$ cat src/rtl/mxs_pkg.sv
// mxs_pkg: shared types, opcodes and status codes for the max_stack block.
// No dependencies; imported by mxs_ctrl, mxs_dp and max_stack.
package mxs_pkg;

  localparam int VAL_W  = 32;
  localparam int OP_W   = 3;
  localparam int STAT_W = 2;
  localparam int IN_W   = 40;  // op + value, padded to whole bytes
  localparam int OUT_W  = 40;  // result_value + status, padded to whole bytes

  typedef logic signed [VAL_W-1:0] val_t;
  typedef logic [OP_W-1:0]         op_t;
  typedef logic [STAT_W-1:0]       status_t;

  localparam op_t OP_PUSH  = 3'd0;
  localparam op_t OP_POP   = 3'd1;
  localparam op_t OP_TOP   = 3'd2;
  localparam op_t OP_MAX   = 3'd3;
  localparam op_t OP_RMMAX = 3'd4;

  localparam status_t ST_OK    = 2'd0;
  localparam status_t ST_EMPTY = 2'd1;
  localparam status_t ST_FULL  = 2'd2;

  // controller -> datapath
  typedef struct packed {
    logic load;        // latch incoming item
    logic exec;        // single-step ops, write result
    logic scan_start;  // begin maximum scan
    logic scan_step;   // compare one cell
    logic finish;      // write maximum result, remove if asked
  } mxs_cmd_t;

  // datapath -> controller
  typedef struct packed {
    op_t  op;
    logic empty;
    logic scan_done;
  } mxs_sts_t;

endpackage

$ cat src/rtl/mxs_ctrl.sv
// mxs_ctrl: command sequencer for max_stack, owns the stream handshakes.
// Depends on mxs_pkg; drives mxs_dp through mxs_cmd_t.
module mxs_ctrl (
  input  logic              clk,
  input  logic              rst_n,
  input  logic              in_tvalid,
  output logic              in_tready,
  output logic              out_tvalid,
  input  logic              out_tready,
  input  mxs_pkg::mxs_sts_t sts,
  output mxs_pkg::mxs_cmd_t cmd
);
  import mxs_pkg::*;

  localparam logic [1:0] S_IDLE = 2'd0;
  localparam logic [1:0] S_EXEC = 2'd1;
  localparam logic [1:0] S_SCAN = 2'd2;
  localparam logic [1:0] S_FIN  = 2'd3;

  logic [1:0] state_r, state_nxt;
  logic       out_valid_r, out_valid_nxt;
  logic       out_free;
  logic       is_max;

  assign out_free   = !out_valid_r || out_tready;
  assign is_max     = (sts.op == OP_MAX) || (sts.op == OP_RMMAX);
  assign in_tready  = (state_r == S_IDLE);
  assign out_tvalid = out_valid_r;

  always_comb begin
    state_nxt = state_r;
    cmd       = '0;
    case (state_r)
      S_IDLE: begin
        if (in_tvalid) begin
          cmd.load  = 1'b1;
          state_nxt = S_EXEC;
        end
      end
      S_EXEC: begin
        if (is_max && !sts.empty) begin
          cmd.scan_start = 1'b1;
          state_nxt      = S_SCAN;
        end else if (out_free) begin
          cmd.exec  = 1'b1;
          state_nxt = S_IDLE;
        end
      end
      S_SCAN: begin
        if (sts.scan_done) begin
          state_nxt = S_FIN;
        end else begin
          cmd.scan_step = 1'b1;
        end
      end
      S_FIN: begin
        if (out_free) begin
          cmd.finish = 1'b1;
          state_nxt  = S_IDLE;
        end
      end
      default: begin
        state_nxt = S_IDLE;
      end
    endcase
  end

  always_comb begin
    if (cmd.exec || cmd.finish) begin
      out_valid_nxt = 1'b1;
    end else if (out_tready) begin
      out_valid_nxt = 1'b0;
    end else begin
      out_valid_nxt = out_valid_r;
    end
  end

  always_ff @(posedge clk) begin
    if (!rst_n) begin
      state_r     <= S_IDLE;
      out_valid_r <= 1'b0;
    end else begin
      state_r     <= state_nxt;
      out_valid_r <= out_valid_nxt;
    end
  end

  a_scan_nonempty: assert property (@(posedge clk) disable iff (!rst_n)
    cmd.scan_start |-> !sts.empty)
    else $error("maximum scan started on an empty stack");

  a_no_overwrite: assert property (@(posedge clk) disable iff (!rst_n)
    (cmd.exec || cmd.finish) |-> (!out_valid_r || out_tready))
    else $error("result written over an untaken item");

  a_accept_exec: assert property (@(posedge clk) disable iff (!rst_n)
    (in_tvalid && in_tready) |=> (state_r == S_EXEC) && !in_tready)
    else $error("accepted item not taken into execution");

endmodule

$ cat src/rtl/mxs_dp.sv
// mxs_dp: stack cell row, maximum scan unit and result register for max_stack.
// Depends on mxs_pkg; sequenced by mxs_ctrl.
module mxs_dp #(
  parameter int DEPTH = 16
) (
  input  logic              clk,
  input  logic              rst_n,
  input  mxs_pkg::op_t      in_op,
  input  mxs_pkg::val_t     in_value,
  input  mxs_pkg::mxs_cmd_t cmd,
  output mxs_pkg::mxs_sts_t sts,
  output mxs_pkg::val_t     out_value,
  output mxs_pkg::status_t  out_status
);
  import mxs_pkg::*;

  localparam int CW = $clog2(DEPTH + 1);
  localparam int IW = $clog2(DEPTH);

  // cell 0 is the top of the stack
  val_t          cell_r [DEPTH];
  val_t          dn_in  [DEPTH];
  val_t          up_in  [DEPTH];
  logic [DEPTH-1:0] up_mask;

  op_t           cmd_op_r;
  val_t          cmd_val_r;
  logic [CW-1:0] count_r, count_nxt;
  logic [CW-1:0] scan_idx_r;
  logic [IW-1:0] best_idx_r;
  val_t          best_val_r;
  val_t          scan_rd;
  val_t          out_value_r;
  status_t       out_status_r;

  logic empty, full;
  logic push_en, pop_en, rm_en;

  assign empty   = (count_r == '0);
  assign full    = (count_r == CW'(DEPTH));
  assign push_en = cmd.exec && (cmd_op_r == OP_PUSH) && !full;
  assign pop_en  = cmd.exec && (cmd_op_r == OP_POP) && !empty;
  assign rm_en   = cmd.finish && (cmd_op_r == OP_RMMAX);
  assign scan_rd = cell_r[scan_idx_r[IW-1:0]];

  assign sts.op        = cmd_op_r;
  assign sts.empty     = empty;
  assign sts.scan_done = (scan_idx_r == count_r);

  assign out_value  = out_value_r;
  assign out_status = out_status_r;

  always_comb begin
    for (int t = 0; t < DEPTH; t++) begin
      up_mask[t] = pop_en || (rm_en && (IW'(t) >= best_idx_r));
    end
  end

  for (genvar t = 0; t < DEPTH; t++) begin : g_cell
    if (t == 0) begin : g_top
      assign dn_in[t] = cmd_val_r;
    end else begin : g_below
      assign dn_in[t] = cell_r[t-1];
    end
    if (t == DEPTH - 1) begin : g_bottom
      assign up_in[t] = cell_r[t];
    end else begin : g_above
      assign up_in[t] = cell_r[t+1];
    end

    always_ff @(posedge clk) begin
      if (push_en) begin
        cell_r[t] <= dn_in[t];
      end else if (up_mask[t]) begin
        cell_r[t] <= up_in[t];
      end
    end
  end

  always_comb begin
    count_nxt = count_r;
    if (push_en) begin
      count_nxt = count_r + CW'(1);
    end else if (pop_en || rm_en) begin
      count_nxt = count_r - CW'(1);
    end
  end

  always_ff @(posedge clk) begin
    if (!rst_n) begin
      count_r <= '0;
    end else begin
      count_r <= count_nxt;
    end
  end

  always_ff @(posedge clk) begin
    if (cmd.load) begin
      cmd_op_r  <= in_op;
      cmd_val_r <= in_value;
    end
  end

  // strict greater keeps the topmost of equal maxima
  always_ff @(posedge clk) begin
    if (cmd.scan_start) begin
      best_val_r <= cell_r[0];
      best_idx_r <= '0;
      scan_idx_r <= CW'(1);
    end else if (cmd.scan_step) begin
      if (scan_rd > best_val_r) begin
        best_val_r <= scan_rd;
        best_idx_r <= scan_idx_r[IW-1:0];
      end
      scan_idx_r <= scan_idx_r + CW'(1);
    end
  end

  always_ff @(posedge clk) begin
    if (cmd.finish) begin
      out_value_r  <= best_val_r;
      out_status_r <= ST_OK;
    end else if (cmd.exec) begin
      case (cmd_op_r)
        OP_PUSH: begin
          out_value_r  <= '0;
          out_status_r <= full ? ST_FULL : ST_OK;
        end
        OP_POP, OP_TOP: begin
          out_value_r  <= empty ? val_t'(0) : cell_r[0];
          out_status_r <= empty ? ST_EMPTY : ST_OK;
        end
        OP_MAX, OP_RMMAX: begin
          out_value_r  <= '0;
          out_status_r <= empty ? ST_EMPTY : ST_OK;
        end
        default: begin
          out_value_r  <= '0;
          out_status_r <= ST_OK;
        end
      endcase
    end
  end

  a_count_bound: assert property (@(posedge clk) disable iff (!rst_n)
    count_r <= CW'(DEPTH))
    else $error("fill count beyond depth");

  a_scan_range: assert property (@(posedge clk) disable iff (!rst_n)
    cmd.scan_step |-> (scan_idx_r < count_r))
    else $error("scan read beyond the filled cells");

  a_push_top: assert property (@(posedge clk) disable iff (!rst_n)
    push_en |=> (cell_r[0] == $past(cmd_val_r)))
    else $error("pushed value not on top");

endmodule

$ cat src/rtl/max_stack.sv
// Bounded stack of signed 32-bit values that can also return and remove its
// maximum. Each command item gives exactly one result item. Push, pop, read top,
// unknown ops and any read or removal on an empty stack go through a latch step
// and an execute step that writes the result register. Read maximum and remove
// maximum on a stack of n >= 1 entries run a compare scan that visits one stack
// cell per cycle from the top down, leave the scan and then write the result
// register in a finish step; ties go to the entry nearest the top. A result still
// waiting in the output register holds the execute or finish step until it is
// taken. One item is in work at a time; the next one is accepted as soon as the
// previous result is in the output register, even if that result has not yet been
// taken.
// Depends on mxs_pkg, mxs_ctrl and mxs_dp.
module max_stack #(
  parameter int DEPTH = 16
) (
  input  logic                     clk,
  input  logic                     rst_n,
  input  logic                     in_tvalid,
  output logic                     in_tready,
  input  logic [mxs_pkg::IN_W-1:0] in_tdata,   // [2:0] op, [34:3] value, rest zero
  output logic                     out_tvalid,
  input  logic                     out_tready,
  output logic [mxs_pkg::OUT_W-1:0] out_tdata  // [31:0] result_value, [33:32] status
);
  import mxs_pkg::*;

  mxs_cmd_t cmd;
  mxs_sts_t sts;
  op_t      in_op;
  val_t     in_value;
  val_t     res_value;
  status_t  res_status;

  assign in_op     = in_tdata[OP_W-1:0];
  assign in_value  = in_tdata[OP_W+VAL_W-1:OP_W];
  assign out_tdata = {(OUT_W - VAL_W - STAT_W)'(0), res_status, res_value};

  mxs_ctrl u_ctrl (
    .clk        (clk),
    .rst_n      (rst_n),
    .in_tvalid  (in_tvalid),
    .in_tready  (in_tready),
    .out_tvalid (out_tvalid),
    .out_tready (out_tready),
    .sts        (sts),
    .cmd        (cmd)
  );

  mxs_dp #(
    .DEPTH (DEPTH)
  ) u_dp (
    .clk        (clk),
    .rst_n      (rst_n),
    .in_op      (in_op),
    .in_value   (in_value),
    .cmd        (cmd),
    .sts        (sts),
    .out_value  (res_value),
    .out_status (res_status)
  );

endmodule
$ cat config.mk
export PLATFORM = sky130hd
export DESIGN_NAME = max_stack
export DESIGN_NICKNAME = d
export VERILOG_FILES = /design/src/rtl/mxs_pkg.sv /design/src/rtl/mxs_ctrl.sv /design/src/rtl/mxs_dp.sv /design/src/rtl/max_stack.sv
export SDC_FILE = /design/constraint.sdc
export NUM_CORES = 1
export LEC_CHECK = 0
export BUFFER_PORTS_ARGS = -buffer_cell sky130_fd_sc_hd__buf_4
export CAP_MARGIN = 20
export CORE_ASPECT_RATIO = 1.25
export CORE_UTILIZATION = 40
export DETAILED_ROUTE_END_ITERATION = 8
export PLACE_DENSITY = 0.52
export RECOVER_POWER = 50
export REMOVE_ABC_BUFFERS = 1
export SYNTH_ARGS = -nofsm -noshare
export SYNTH_HDL_FRONTEND = slang
export SYNTH_SLANG_ARGS = --single-unit
$ cat constraint.sdc
create_clock -name clk -period 6.2 [get_ports clk]
set_input_delay 0.31 -clock clk [delete_from_list [all_inputs] [get_ports clk]]
set_output_delay 0.31 -clock clk [all_outputs]
set_load 0.01 [all_outputs]
### Word level (Yosys, flattened, before mapping)

Memories as Yosys holds them, arrays and structs flattened. A register that Yosys moved wholly into a read port is not among the register bits.
Cells that the tools add are included.

| storage, ports and cells | value |
|---|---|
| input bits | 44 |
| memory bits (writable) | 512 |
| word-level logic and storage cells | 212 |
| bits in registers | 118 |
| memories kept | 1 |
| output and inout port bits | 42 |

| operators by class | value |
|---|---|
| order comparisons | 17 |
| reduce and logical (&&, ||, !) cells | 58 |
| add/sub/neg operators | 3 |
| bitwise logic cells | 16 |
| equality and inequality tests | 11 |
| multiplexer cells | 96 |

Memories:

| name | depth | bits a word | read ports | clocked after Yosys merged registers in | write ports | line | text |
|---|---|---|---|---|---|---|---|
| u_dp.cell_r | 16 | 32 | 17 | 1 | 16 | mxs_dp.sv:21 | `val_t cell_r [DEPTH];` |

Operators with widths:

| operator | count |
|---|---|
| $mux W32 | 23 |
| $mux W1 | 61 |
| $ge A4 B4 Y1 const A | 8 |
| $gt A32 B32 Y1 | 1 |
| $logic_and A1 B1 Y1 | 22 |
| $logic_or A1 B1 Y1 | 20 |
| $ge A3 B4 Y1 const A | 4 |
| $or A1 B1 Y1 | 16 |
| $mux W2 | 6 |
| $add A5 B1 Y5 const B | 2 |
| $mux W5 | 2 |
| $reduce_bool A2 Y1 | 5 |
| $ge A1 B4 Y1 const A | 2 |
| $ge A2 B4 Y1 const A | 2 |
| $mux W4 | 2 |
| $pmux W2 S4 | 1 |
| $eq A3 B2 Y1 const B | 2 |
| $reduce_and A2 Y1 | 3 |
| $eq A5 B5 Y1 | 1 |
| $eq A5 B5 Y1 const B | 1 |
| $logic_not A5 Y1 | 1 |
| $sub A5 B1 Y5 const B | 1 |
| $eq A2 B2 Y1 const B | 2 |
| $ne A2 B2 Y1 const B | 2 |
| 9 further kinds | 11 |

### Logic depth before layout (Yosys ltp)

| depth | value |
|---|---|
| depth in word-level cells | 12 |
| mapped depth | 12 |
| gate-level depth less buffers | 10 |

### Cells and area by module

From an unflattened synthesis, not the netlist that was laid out.

| second synthesis, totals | value |
|---|---|
| cells, all modules | 1,710 |
| area, all modules | 30,957.2 sq um |

Modules (own cells, without submodules):

| module | cells an instance | times used | area each (sq um) | sequential area each (sq um) |
|---|---|---|---|---|
| mxs_dp | 1,680 | 1 | 30,695.7 | 18,748.0 |
| mxs_ctrl | 23 | 1 | 212.7 | 60.1 |
| max_stack | 7 | 1 | 48.8 | 0.0 |

### Worst setup path after synthesis

No wires, ideal clock.

| path | value |
|---|---|
| path kind | reg-to-reg |
| start | register (tool-made name) |
| end | register u_dp.best_val_r[0], enable pin |
| stages on the path, launching flop included | 12 |
| clock period less this slack | 4.684 ns |
| buffers on the path | 2 |
| required time | 5.722 ns |
| data arrival time | 4.206 ns |
| slack | 1.516 ns |
| setup time | 0.478 ns |
| cells stage by stage | dfxtp_1 -> buf_2 -> buf_2 -> mux4_2 -> mux4_2 -> ha_1 -> a21o_1 -> a31oi_1 -> o21ai_0 -> or4b_2 -> o221ai_2 -> nand2_1 |

RTL lines:

| item | line | text |
|---|---|---|
| end signal: assignment | mxs_dp.sv:107 | `best_val_r <= cell_r[0];` |
| end signal: assignment | mxs_dp.sv:112 | `best_val_r <= scan_rd;` |
| end: declaration | mxs_dp.sv:31 | `val_t best_val_r;` |

==> impl_metrics.json <==
{
  "grt_max_degree": 46,
  "slew_viol_final": 495,
  "core_area_sq_mm": 0.0762,
  "max_slew_margin": -1.31,
  "synth_compound_area_frac": 0.0238,
  "place_ws_ns": 1.14,
  "post_cts_resized": 0,
  "grtUsageTotal": 0.242,
  "tritoncts_clock_tree": "built",
  "synth_enable_flop_cells": 611,
  "finalWorstPathRequiredPeriod_ns": 5.33,
  "yosys.cell_types.count": 62,
  "gr-total-overflow": 0,
  "tritoncts.num_buffers": 72,
  "postRouteWirelength_um": 93900,
  "die_area_sq_mm": 0.0784,
  "critical_path.startpoint_type": "flop",
  "crit_path_max_cell_delay_ns": 1.44,
  "drcViolationCount": 0,
  "die_height_um": 313,
  "netlist_area_sq_mm": 0.0309,
  "clock_path_buffers": 3,
  "area_added_between_synthesis_and_finish_pct": 14.0,
  "vias_per_cell": 5.99,
  "yosysWarningCount": 0,
  "timing.final.ws_setup_ns": 0.865,
  "critPathRequiredTime_ns": 6.44,
  "worst_setup_hold_path_clk_slew_ns": 0.06,
  "synthArstFlopShare": 0,
  "fin_tns_setup_ns": 0,
  "globalplace.congestion": 0.784,
  "clk_root_buffer_cell": "clkbuf_16",
  "status": "finished with violations",
  "max-cap-violations": 17,
  "syn_inst_count": 1766,
  "timing_hold_violations_final": 0,
  "main_combinational_cell_family_by_area_after_synthesis": "multiplexers",
  "finalCoreUtilization": 0.462,
  "final_antenna_net_count": 0,
  "setup.worst_path.class": "flop to flop",
  "crit_path_top_delay_cell": "clkbuf_2",
  "cts_setup_buffers": 0,
  "buffer_ports.inserted": 74,
  "cts_hold_buffers": 36,
  "synth.mux.area_fraction": 0.295,
  "power.density_mw_per_mm2": 358,
  "post-dp-hpwl_um": 51200,
  "drtIter0Drc": 1618,
  "grt_pass1_wl_um": 133000,
  "htree_num_levels": 3,
  "antenna_diode_count": 0,
  "setup_viol": 0,
  "synth_sequential_area_ratio": 0.609,
  "timing.critical_path.arrival_ns": 5.58,
  "worst_pin_slew_ns": 3.47,
  "grt_antenna_before_repair": 1,
  "rsz0062_at_grt": "no",
  "total_power_mw": 12.6,
  "final_min_period_over_clock_period": 0.860,
  "drt-wirelength-per-cell_um": 31.9,
  "synth_xor_area_frac": 0.00397,
  "path_cells": "nor3b_1 > nand4_1 > o21ai_4 > clkbuf_2 > o21ai_4 > nand2_4",
  "worst_path_most_repeated_cell": "o21ai_4",
  "fin_nets": 1983,
  "rows": 113,
  "holdCritPathClass": "input port to flop",
  "fmax_mhz": 187,
  "yosys_most_used_dff": "edfxtp_1",
  "clock_sinks": 634,
  "drive_above_1_share": 0.427,
  "ir_drop_uv": 171,
  "static-leakage-power_nw": 11.9,
  "clk_latency_ns": 0.63,
  "synthSimpleGateAreaFrac": 0.0295,
  "io_pins": 86,
  "crit_path_max_fanout": 38,
  "grt_pass1_vias": 17800,
  "post_synth_fa_ha_maj_area_fraction": 0.0152,
  "violations_in_the_final_reports": "capacitance limit, slew limit",
  "initial_utilization": 0.405,
  "firstDrtPassIters": 5,
  "worstSetupEndpointType": "flop",
  "chipWidth_um": 251,
  "final.setup_skew_ns": 0.0196,
  "num_vias": 17600,
  "post_synthesis_mean_instance_area_sq_um": 17.5,
  "ys_seq_elements": 634
}
kinds of logic after synthesis:
kind of cell / count (synthesis)
adders and majority gates: 37
AOI/OAI and AO/OA: 89
DFF: 634
other: 1
and+or+nand+nor: 197
xor gates and xnor gates: 14
muxes: 647
buffers and inverters: 147
cell usage in the layout, fill, tap and decap left out, types with 8 or more instances in the layout:
cell type        n
buf_4           35
clkinv_2        13
o21ai_0         12
mux4_2         160
edfxtp_1       611
ha_1            36
clkinv_1        18
mux2_1          19
buf_12           8
a22o_1          33
a21o_1           8
dfxtp_1         19
mux2_2         454
a21oi_1         13
nor2_1          13
clkbuf_4        35
dlygate4sd3_1   36
xnor2_1          9
clkbuf_1        60
inv_1           40
nand4_1          8
nand2_1        121
clkbuf_16       78
power breakdown:
group / internal [mW] / switching, mW
combinational: 1.55 / 1.49
clock: 2.58 / 1.80
sequential: 4.90 / 0.278
stage by stage:
| stage | hold slack (ns) | area [sq um] | std cells |
|---|---|---|---|
| floorplan | 0.409 | 30300 | 1665 |
| global placement | 0.451 | 32700 | 2767 |
| detailed placement | 0.457 | 32800 | 2768 |
| CTS | 0.0842 | 35500 | 2937 |
| global route | 0.124 | 35200 | 2938 |
| finish | 0.107 | 35200 | 2938 |
state kept, by name, indices dropped and copies added (netlist names), named ones only:
signal and flops:
u_ctrl.out_tvalid 1, u_dp.out_status 2, u_ctrl.state_r 2, u_dp.best_idx_r 4
u_dp.cmd_val_r 32, u_dp.cell_r 512, u_dp.best_val_r 32, u_dp.scan_idx_r 5
u_dp.cmd_op_r 3, u_dp.count_r 5, u_dp.out_value 32
critical path, delay by kind of cell (launching register included):
kind                   cells  cell delay (ns)
buffers and inverters      1             1.44
AOI/OAI and AO/OA          2             1.07
DFF                        1             0.48
and+or+nand+nor            3             1.94
final cells by class:
cell class / count / area (sq um)
Fill cell: 6568 / 41000
Sequential cell: 634 / 18800
Multi-Input combinational cell: 990 / 11400
Clock buffer: 92 / 2000
Timing Repair Buffer: 163 / 1230
Tap cell: 977 / 1220
Clock inverter: 41 / 380
Inverter: 41 / 154
metal layers:
layer	track usage	routed length, um	vias to the layer above
met5	0	0	-
met3	0.0348	5620	117
met4	0.0658	2000	0
li1	-	-	7364
met1	0.343	41400	9490
met2	0.390	44900	630
path summary, 6_finish.rpt:
path,start,depth (start not counted),to,slack [ns]
min,in_tvalid,3,u_ctrl.state_r[0],0.11
min reg2reg,u_dp.out_status[1],2,u_dp.out_status[1],0.47
max,u_dp.cmd_op_r[1],6,u_dp.cell_r[6][12],0.87
max reg2reg,u_dp.cmd_op_r[1],6,u_dp.cell_r[6][12],0.87
synthesized netlist by cell type, types with 8 or more instances:
master / instances / area [sq um]
edfxtp_1: 611 / 18300
mux2_2: 454 / 5110
mux4_2: 160 / 3600
nand2_1: 127 / 477
buf_2: 48 / 240
inv_1: 41 / 154
ha_1: 36 / 450
a22o_1: 33 / 289
clkbuf_1: 29 / 109
dfxtp_1: 23 / 460
mux2_1: 19 / 214
a21oi_1: 14 / 70.1
nor2_1: 14 / 52.6
buf_6: 13 / 146
buf_1: 9 / 33.8
o21ai_0: 9 / 45.0
xnor2_1: 9 / 78.8
a21o_1: 8 / 60.1
Power figures use the tool's default switching activity.
